`src/u2u8_pkg.sv`:
```
// Shared types and constants for the UTF-16 to UTF-8 transcoder.
// Used by the encoder, the result emitter and the top level; depends on nothing.
package u2u8_pkg;

	// Status codes carried on each result item.
	localparam logic [1:0] STATUS_OK       = 2'd0;
	localparam logic [1:0] STATUS_SURR_ERR = 2'd1;
	localparam logic [1:0] STATUS_FULL_ERR = 2'd2;

	// Surrogate ranges and encoding constants.
	localparam logic [15:0] HI_SURR_FIRST = 16'hD800;
	localparam logic [15:0] HI_SURR_LAST  = 16'hDBFF;
	localparam logic [15:0] LO_SURR_FIRST = 16'hDC00;
	localparam logic [15:0] LO_SURR_LAST  = 16'hDFFF;
	localparam logic [20:0] SUPP_BASE     = 21'h10000;
	localparam logic [20:0] LIMIT_1BYTE   = 21'h80;
	localparam logic [20:0] LIMIT_2BYTE   = 21'h800;
	localparam logic [7:0]  LEAD_2BYTE    = 8'hC0;
	localparam logic [7:0]  LEAD_3BYTE    = 8'hE0;
	localparam logic [7:0]  LEAD_4BYTE    = 8'hF0;
	localparam logic [7:0]  CONT_MARK     = 8'h80;
	localparam logic [5:0]  CONT_MASK     = 6'h3F;

	// Most results that one input item can cause.
	localparam int MAX_RESULTS = 5;

	typedef struct packed {
		logic [15:0] code_unit;
		logic        end_of_string;
	} in_item_t;

	typedef struct packed {
		logic [7:0]  out_byte;
		logic [1:0]  status;
		logic [15:0] byte_count;
		logic        last;
	} out_item_t;

	// Per-string state kept between input items.
	typedef struct packed {
		logic [9:0]  pending_high;
		logic        pending_valid;
		logic [15:0] bytes_written;
		logic        dropping;
	} str_state_t;

	// All results caused by one input item, in delivery order.
	typedef struct packed {
		out_item_t [MAX_RESULTS-1:0] res;
		logic [2:0]                  num;
	} bundle_t;

endpackage

```
`src/u2u8_encoder.sv`:
```
// Combinational encoder: turns one UTF-16 code unit plus the string state into
// the UTF-8 result items it causes and the next string state. Uses u2u8_pkg.
module u2u8_encoder (
	input  u2u8_pkg::in_item_t   item,
	input  u2u8_pkg::str_state_t st,
	input  logic [15:0]          capacity,
	output u2u8_pkg::bundle_t    bundle,
	output u2u8_pkg::str_state_t st_next
);

	logic        is_hi;
	logic        is_lo;
	logic [20:0] cp;
	logic [7:0]  bytes [4];
	logic [2:0]  nbytes;
	logic [16:0] sum;
	logic [15:0] nbw;

	assign is_hi = item.code_unit inside {[u2u8_pkg::HI_SURR_FIRST:u2u8_pkg::HI_SURR_LAST]};
	assign is_lo = item.code_unit inside {[u2u8_pkg::LO_SURR_FIRST:u2u8_pkg::LO_SURR_LAST]};

	// Code point from a held high surrogate and a low one, or the unit itself.
	always_comb begin
		if (st.pending_valid) begin
			cp = {1'b0, st.pending_high, item.code_unit[9:0]} + u2u8_pkg::SUPP_BASE;
		end else begin
			cp = {5'd0, item.code_unit};
		end
	end

	// UTF-8 byte sequence of the code point.
	always_comb begin
		bytes[0] = 8'd0;
		bytes[1] = 8'd0;
		bytes[2] = 8'd0;
		bytes[3] = 8'd0;
		if (cp < u2u8_pkg::LIMIT_1BYTE) begin
			bytes[0] = cp[7:0];
			nbytes = 3'd1;
		end else if (cp < u2u8_pkg::LIMIT_2BYTE) begin
			bytes[0] = u2u8_pkg::LEAD_2BYTE | {3'd0, cp[10:6]};
			bytes[1] = u2u8_pkg::CONT_MARK | {2'd0, cp[5:0] & u2u8_pkg::CONT_MASK};
			nbytes = 3'd2;
		end else if (cp < u2u8_pkg::SUPP_BASE) begin
			bytes[0] = u2u8_pkg::LEAD_3BYTE | {4'd0, cp[15:12]};
			bytes[1] = u2u8_pkg::CONT_MARK | {2'd0, cp[11:6]};
			bytes[2] = u2u8_pkg::CONT_MARK | {2'd0, cp[5:0]};
			nbytes = 3'd3;
		end else begin
			bytes[0] = u2u8_pkg::LEAD_4BYTE | {5'd0, cp[20:18]};
			bytes[1] = u2u8_pkg::CONT_MARK | {2'd0, cp[17:12]};
			bytes[2] = u2u8_pkg::CONT_MARK | {2'd0, cp[11:6]};
			bytes[3] = u2u8_pkg::CONT_MARK | {2'd0, cp[5:0]};
			nbytes = 3'd4;
		end
	end

	assign sum = {1'b0, st.bytes_written} + {14'd0, nbytes};
	assign nbw = sum[15:0];

	// Result selection and state update.
	always_comb begin
		logic       fail;
		logic [1:0] fail_status;
		fail = 1'b0;
		fail_status = u2u8_pkg::STATUS_SURR_ERR;
		bundle = '0;
		st_next = st;
		if (st.dropping) begin
			if (item.end_of_string) begin
				st_next = '0;
			end
		end else if (st.pending_valid && !is_lo) begin
			fail = 1'b1;
		end else if (!st.pending_valid && is_hi) begin
			if (item.end_of_string) begin
				fail = 1'b1;
			end else begin
				st_next.pending_high = item.code_unit[9:0];
				st_next.pending_valid = 1'b1;
			end
		end else if (!st.pending_valid && is_lo) begin
			fail = 1'b1;
		end else if (sum > {1'b0, capacity}) begin
			fail = 1'b1;
			fail_status = u2u8_pkg::STATUS_FULL_ERR;
		end else begin
			// Data bytes, each counting itself.
			for (int i = 0; i < 4; i++) begin
				if (3'(i) < nbytes) begin
					bundle.res[i] = '{out_byte: bytes[i], status: u2u8_pkg::STATUS_OK,
						byte_count: st.bytes_written + 16'(i + 1), last: 1'b0};
				end
			end
			if (item.end_of_string) begin
				// Terminator, or a full error when it does not fit.
				for (int i = 0; i < u2u8_pkg::MAX_RESULTS; i++) begin
					if (3'(i) == nbytes) begin
						bundle.res[i] = '{out_byte: 8'd0,
							status: (nbw >= capacity) ? u2u8_pkg::STATUS_FULL_ERR
								: u2u8_pkg::STATUS_OK,
							byte_count: nbw, last: 1'b1};
					end
				end
				bundle.num = nbytes + 3'd1;
				st_next = '0;
			end else begin
				bundle.num = nbytes;
				st_next.bytes_written = nbw;
				st_next.pending_valid = 1'b0;
				st_next.pending_high = 10'd0;
			end
		end
		// An error ends the string with a single result.
		if (fail) begin
			bundle.res[0] = '{out_byte: 8'd0, status: fail_status,
				byte_count: st.bytes_written, last: 1'b1};
			bundle.num = 3'd1;
			st_next = '0;
			st_next.dropping = !item.end_of_string;
			st_next.bytes_written = item.end_of_string ? 16'd0 : st.bytes_written;
		end
	end

endmodule

```
`src/u2u8_emitter.sv`:
```
// Result buffer: holds one item's results; hands out one per cycle when out_ready.
// Uses u2u8_pkg types; loaded by the top level from u2u8_encoder.
module u2u8_emitter (
	input  logic                  clk,
	input  logic                  arst_n,
	input  logic                  load,
	input  u2u8_pkg::bundle_t     bundle,
	output logic                  free,
	output logic                  out_valid,
	input  logic                  out_ready,
	output u2u8_pkg::out_item_t   out_item
);

	u2u8_pkg::out_item_t [u2u8_pkg::MAX_RESULTS-1:0] res_q;
	logic [2:0] cnt_q;
	logic [2:0] idx_q;
	logic       take;

	assign out_valid = idx_q != cnt_q;
	assign out_item = res_q[idx_q];
	assign take = out_valid && out_ready;
	// Free when empty or when the final result leaves this cycle.
	assign free = !out_valid || (take && (idx_q + 3'd1 == cnt_q));

	// Result payload.
	always_ff @(posedge clk) begin
		if (load) begin
			res_q <= bundle.res;
		end
	end

	// Delivery position.
	always_ff @(posedge clk or negedge arst_n) begin
		if (!arst_n) begin
			cnt_q <= 3'd0;
			idx_q <= 3'd0;
		end else if (load) begin
			cnt_q <= bundle.num;
			idx_q <= 3'd0;
		end else if (take) begin
			idx_q <= idx_q + 3'd1;
		end
	end

	a_idx_in_range: assert property (@(posedge clk) disable iff (!arst_n)
		idx_q <= cnt_q && cnt_q <= 3'(u2u8_pkg::MAX_RESULTS))
		else $error("emitter position beyond its fill");

	a_load_only_free: assert property (@(posedge clk) disable iff (!arst_n)
		load |-> free)
		else $error("emitter loaded while results still pending");

	a_load_shows_first: assert property (@(posedge clk) disable iff (!arst_n)
		load && bundle.num != 3'd0 |=> out_valid && out_item == $past(bundle.res[0]))
		else $error("first result of a loaded item not presented");

	a_last_is_final: assert property (@(posedge clk) disable iff (!arst_n)
		out_valid && out_item.last |-> idx_q + 3'd1 == cnt_q)
		else $error("string-ending result is not the final one of its item");

endmodule

```
`src/utf16_to_utf8_transcoder.sv`:
```
// UTF-16 to UTF-8 transcoder top level: input register, string state, encoder
// and result buffer. Depends on u2u8_pkg, u2u8_encoder and u2u8_emitter.
//
// Usage: each input item carries one UTF-16 code unit and an end-of-string flag
// on in_item with in_valid/in_ready. Each result item carries one UTF-8 byte,
// a status, the running byte count and a last flag on out_item with
// out_valid/out_ready. A string ends with a terminator (byte 0, last set) or
// with an error result (last set); after an error, units are dropped with no
// result until the unit flagged end-of-string.
// An accepted item waits in the input register until the result buffer is free,
// then moves into it; its first result is presented from the result buffer.
// An item occupies the result buffer until all its results are taken, one per
// cycle on the output channel while the receiver is ready: 1 to 4 data bytes
// plus the terminator on the last unit, or a single error result; items that
// cause no result (a held high surrogate, dropped units) leave it free for the next item.
// The single output port of the result buffer limits this rate.
// Reset clears the string state and both buffers and sets the capacity to
// 65535. When the receiver stalls, the current result holds and in_ready falls
// once the input register is occupied; nothing is lost.
// cfg_we writes cfg_wdata to the output capacity; write only while idle.
module utf16_to_utf8_transcoder (
	input  logic                 clk,
	input  logic                 arst_n,
	input  logic                 cfg_we,
	input  logic [15:0]          cfg_wdata,
	input  logic                 in_valid,
	output logic                 in_ready,
	input  u2u8_pkg::in_item_t   in_item,
	output logic                 out_valid,
	input  logic                 out_ready,
	output u2u8_pkg::out_item_t  out_item
);

	logic                 item_valid_s1;
	u2u8_pkg::in_item_t   item_s1;
	u2u8_pkg::str_state_t state_q;
	u2u8_pkg::str_state_t state_next;
	u2u8_pkg::bundle_t    bundle;
	logic [15:0]          capacity_q;
	logic                 free;
	logic                 consume;

	assign consume = item_valid_s1 && free;
	assign in_ready = !item_valid_s1 || free;

	// Capacity register.
	always_ff @(posedge clk or negedge arst_n) begin
		if (!arst_n) begin
			capacity_q <= 16'hFFFF;
		end else if (cfg_we) begin
			capacity_q <= cfg_wdata;
		end
	end

	// Input register valid flag.
	always_ff @(posedge clk or negedge arst_n) begin
		if (!arst_n) begin
			item_valid_s1 <= 1'b0;
		end else if (in_ready) begin
			item_valid_s1 <= in_valid;
		end
	end

	// Input register payload.
	always_ff @(posedge clk) begin
		if (in_valid && in_ready) begin
			item_s1 <= in_item;
		end
	end

	// String state advances when an item moves into the result buffer.
	always_ff @(posedge clk or negedge arst_n) begin
		if (!arst_n) begin
			state_q <= '0;
		end else if (consume) begin
			state_q <= state_next;
		end
	end

	u2u8_encoder u_encoder (
		.item     (item_s1),
		.st       (state_q),
		.capacity (capacity_q),
		.bundle   (bundle),
		.st_next  (state_next)
	);

	u2u8_emitter u_emitter (
		.clk       (clk),
		.arst_n    (arst_n),
		.load      (consume),
		.bundle    (bundle),
		.free      (free),
		.out_valid (out_valid),
		.out_ready (out_ready),
		.out_item  (out_item)
	);

endmodule

```
`config.mk`:
```
export PLATFORM = sky130hd
export DESIGN_NAME = utf16_to_utf8_transcoder
export DESIGN_NICKNAME = d
export VERILOG_FILES = /design/src/u2u8_pkg.sv /design/src/u2u8_encoder.sv /design/src/u2u8_emitter.sv /design/src/utf16_to_utf8_transcoder.sv
export SDC_FILE = /design/constraint.sdc
export NUM_CORES = 1
export LEC_CHECK = 0
export BUFFER_PORTS_ARGS = -buffer_cell sky130_fd_sc_hd__buf_2
export CAP_MARGIN = 10
export CORE_UTILIZATION = 35
export CTS_CLUSTER_SIZE = 28
export DETAILED_ROUTE_END_ITERATION = 8
export MAX_ROUTING_LAYER = met4
export REMOVE_ABC_BUFFERS = 1
export SLEW_MARGIN = 25
export SYNTH_ARGS = -nofsm -noshare
export SYNTH_HDL_FRONTEND = slang
export SYNTH_SLANG_ARGS = --single-unit
export TNS_END_PERCENT = 50
```
`constraint.sdc`:
```
create_clock -name clk -period 10.55 [get_ports clk]
set_clock_uncertainty 0.15 [all_clocks]
set_input_delay 0 -clock clk [delete_from_list [all_inputs] [get_ports clk]]
set_output_delay 0 -clock clk [all_outputs]
set_load 0.03 [all_outputs]
```
==> reports/results.tsv <==
metric	value	unit
core area	30910	µm²
Die X	180.1	µm
maximum VDD drop	0.0001668	V
Root Buffer	clkbuf_16	
worst slew pin tran	0.8818	ns
average wire per standard cell	22.71	µm
CP Data Required Time	10.60	ns
Power per Cell Area	324.3	nW/µm²
vias in the first global route	9102	
R2R cell count	20	
clk_lat worst skew	0.44	ns
die area	32430	µm²
Netlist Area Pre-Place	11100	µm²
clock sinks	188	
CP max stage delay	0.70	ns
vias	9338	
Cell Int Power	2.300	mW
Final #Nets	1267	
Max Cap Viol	0	
area leader, netlist	edfxtp_1	
total gr overflow	0	
Clock Tree Buf Depth	2	
Post-synth EDFFs	137	
overall routing resource usage	23.38	%
Cells after Synth	1102	
antenna cells	0	
routed wire length	36.50	mm
initial antenna violation count	0	
Final Instance Area	13090	µm²
main area contributors after synthesis	edfxtp_1 37%, dfrtp_1 7.9%, mux2i_1 4.5%	
setup bufs post-CTS	0	
DIE HEIGHT	180.1	µm
crit path DAT	8.07	ns
Placer Congestion	1.009	
DP HPWL	24.99	mm
Yosys Warn Count	0	
crit-path cells	ha_1, or3b_1, a2bb2oi_4, buf_4, clkinv_1, a21oi_1, ha_1, a21oi_1, o21bai_1, nand2_1, nor2_1, xor2_1, ha_1, nand3_1, nor2_1, a22o_1, o31ai_2, nand2_1, buf_4, a211oi_1	
worst-path fanout max	32	
H-tree Lvls	4	
leakage	5.068	nW
drt via density	5.811	
Cell Rows	64	
cts hold-fix bufs	68	
Ports	67	
Final ANT Viol Nets	0	
Fin. Hold Viols	0	
most used cell, CP	ha_1	
Initial Util	35.91	%
register area share after synthesis	48.74	%
Area Overhead vs Synth	17.91	%
RSZ-0062 raised after global routing	false	
Comb pwr share	48.9	%
TritonCTS clock tree	done	
NetSw	1.944	mW
post-synthesis area per instance	10.07	µm²
fin crit share	76.07	%
TritonCTS buffer count	17	
status	complete, no violations	
share of the synthesized area in the top cell type	37.06	%
DR pass1 iterations	5	
initial detailed-routing violation count	900	
Rel. slew slack	40.79	%
FF+latch count, synth	188	
clk slew on worst S/H paths	0.07	ns
Synth cell types	83	
minimum clock period	8.025	ns
CP max-delay cell	o31ai_2	
Sequential Power Share	35.0	%
clock share of power	16.1	%
critical path class	flop to flop	
layout cells sized above 1	14.45	%
fin util	42.34	%
Hold Crit Class	input pin to async pin	
Port Buffers	66	
asr flop ratio synth	27.13	%
largest net degree at the start of global routing	66	
first-pass GRT wire length	55.71	mm
PostCTS Resize Cnt	0	
sum of negative setup slack	0	ns
final max-slew violation count	0	
Post-DP Area	11780	µm²
startpoint types	flop	
final setup violation count	0	
Post-route DRC	0	
Critical Path Sink Type	flop	
Top FF cell, synth	edfxtp_1	
switching part of the total	45.81	%
fmax	0.1246	GHz
==> per-layer routing <==
metal	vias to the layer above	GRT usage (%)	routed length [µm]	share of wire, %
met5	-	-	0	0
met4	0	9.915	1457	4.0
met3	80	3.133	2425	6.6
met2	445	37.68	17440	48
met1	4535	29.57	15170	42
li1	4278	-	-	-
==> cells in the final DEF, fill, tap and decap left out, drive strengths merged, types with 11 or more instances in the layout <==
cell	n
dlygate4sd3	68
mux2i	50
nor2	122
ha	30
a31oi	13
and3	21
o21ai	54
nor2b	11
xnor2	25
nand2	82
a21o	12
buf	88
a211oi	12
a221oi	11
dfstp	16
a21oi	86
nand4	11
nand3	30
clkbuf	23
edfxtp	137
and2	21
inv	54
a22o	13
dfrtp	35
a221o	14
nor3	22
o22ai	40
==> cells by family (layout without fill, tap and decap cells) <==
| family | Yosys count | count (layout) | synth area share, % |
|---|---|---|---|
| mux | 66 | 66 | 6.944 |
| buf+inv | 130 | 239 | 4.588 |
| xor+xnor | 35 | 35 | 2.762 |
| flops | 188 | 188 | 48.74 |
| compound gates | 298 | 298 | 17.86 |
| fa+ha+maj | 31 | 31 | 3.562 |
| simple gates | 354 | 354 | 15.55 |
==> layout make-up <==
type,instances,area [µm²]
multi-input combinational,784,5191
fill,2991,17820
clock buffer,23,521.8
inverter,51,193.9
timing repair buffer,156,1180
tap,396,495.5
clock inverter,9,93.84
sequential,188,5411
==> flip-flops by register name (all words and copies together) (netlist names) <==
| register | flops |
|---|---|
| u_emitter.res_q | 120 |
| state_q | 28 |
| item_s1 | 17 |
| capacity_q | 16 |
| u_emitter.cnt_q | 3 |
| u_emitter.idx_q | 3 |
| item_valid_s1 | 1 |
==> worst paths after layout <==
| path | startpoint | to | slack, ns |
|---|---|---|---|
| max | state_q[24]$_DFFE_PN0P_ | u_emitter.res_q[93]$_SDFFCE_PP0P_ | 2.52 |
| min | arst_n | state_q[20]$_DFFE_PN0P_ | 0.12 |
| max reg2reg | state_q[24]$_DFFE_PN0P_ | u_emitter.res_q[93]$_SDFFCE_PP0P_ | 2.52 |
| min reg2reg | state_q[18]$_DFFE_PN0P_ | state_q[18]$_DFFE_PN0P_ | 0.36 |
| max in group asynchronous | arst_n | u_emitter.idx_q[0]$_DFFE_PN0P_ | 9.58 |
| min in group clk | in_item[3] | item_s1[3]$_DFFE_PP_ | 0.13 |
==> worst max-delay path, delay by kind of cell, from the launching register on <==
family | cells | cell delay, ns
flip-flops | 1 | 0.44
AO/OA/AOI/OAI | 7 | 2.64
AND/OR/NAND/NOR | 6 | 2.09
buffers and inverters | 3 | 1.17
adder cells (fa/ha/maj) | 3 | 0.92
XOR/XNOR | 1 | 0.33
==> power groups by stage <==
| stage | Sequential, mW | Combinational (mW) | Clock (mW) |
|---|---|---|---|
| floorplan | 1.52 | 1.30 | 0 |
| detailed placement | 1.50 | 2.04 | 0 |
| CTS | 1.48 | 2.08 | 0.687 |
| finish | 1.49 | 2.08 | 0.681 |
| global placement | 1.49 | 2.03 | 0 |
| global route | 1.52 | 2.24 | 0.712 |
==> per-stage QoR <==
step,hold WS (ns),total power [mW],worst slack [ns],cells
floorplan,-0.4456,2.822,3.602,1023
global placement,0.02630,3.517,3.100,1506
detailed placement,0.02808,3.541,2.815,1506
CTS,0.1154,4.245,2.699,1606
global route,0.1190,4.470,2.123,1607
finish,0.1163,4.244,2.525,1607
==> synth_stat cells (all sizes together), types with 14 or more instances <==
cell,instances
buf,22
o22ai,40
nand2,82
nor3,22
nor2,122
and2,21
a221o,14
dfstp,16
inv,49
dfrtp,35
ha,30
edfxtp,137
nand3,30
xnor2,25
a21oi,86
o21ai,54
clkbuf,57
and3,21
mux2i,50
Power figures use the tool's default switching activity.
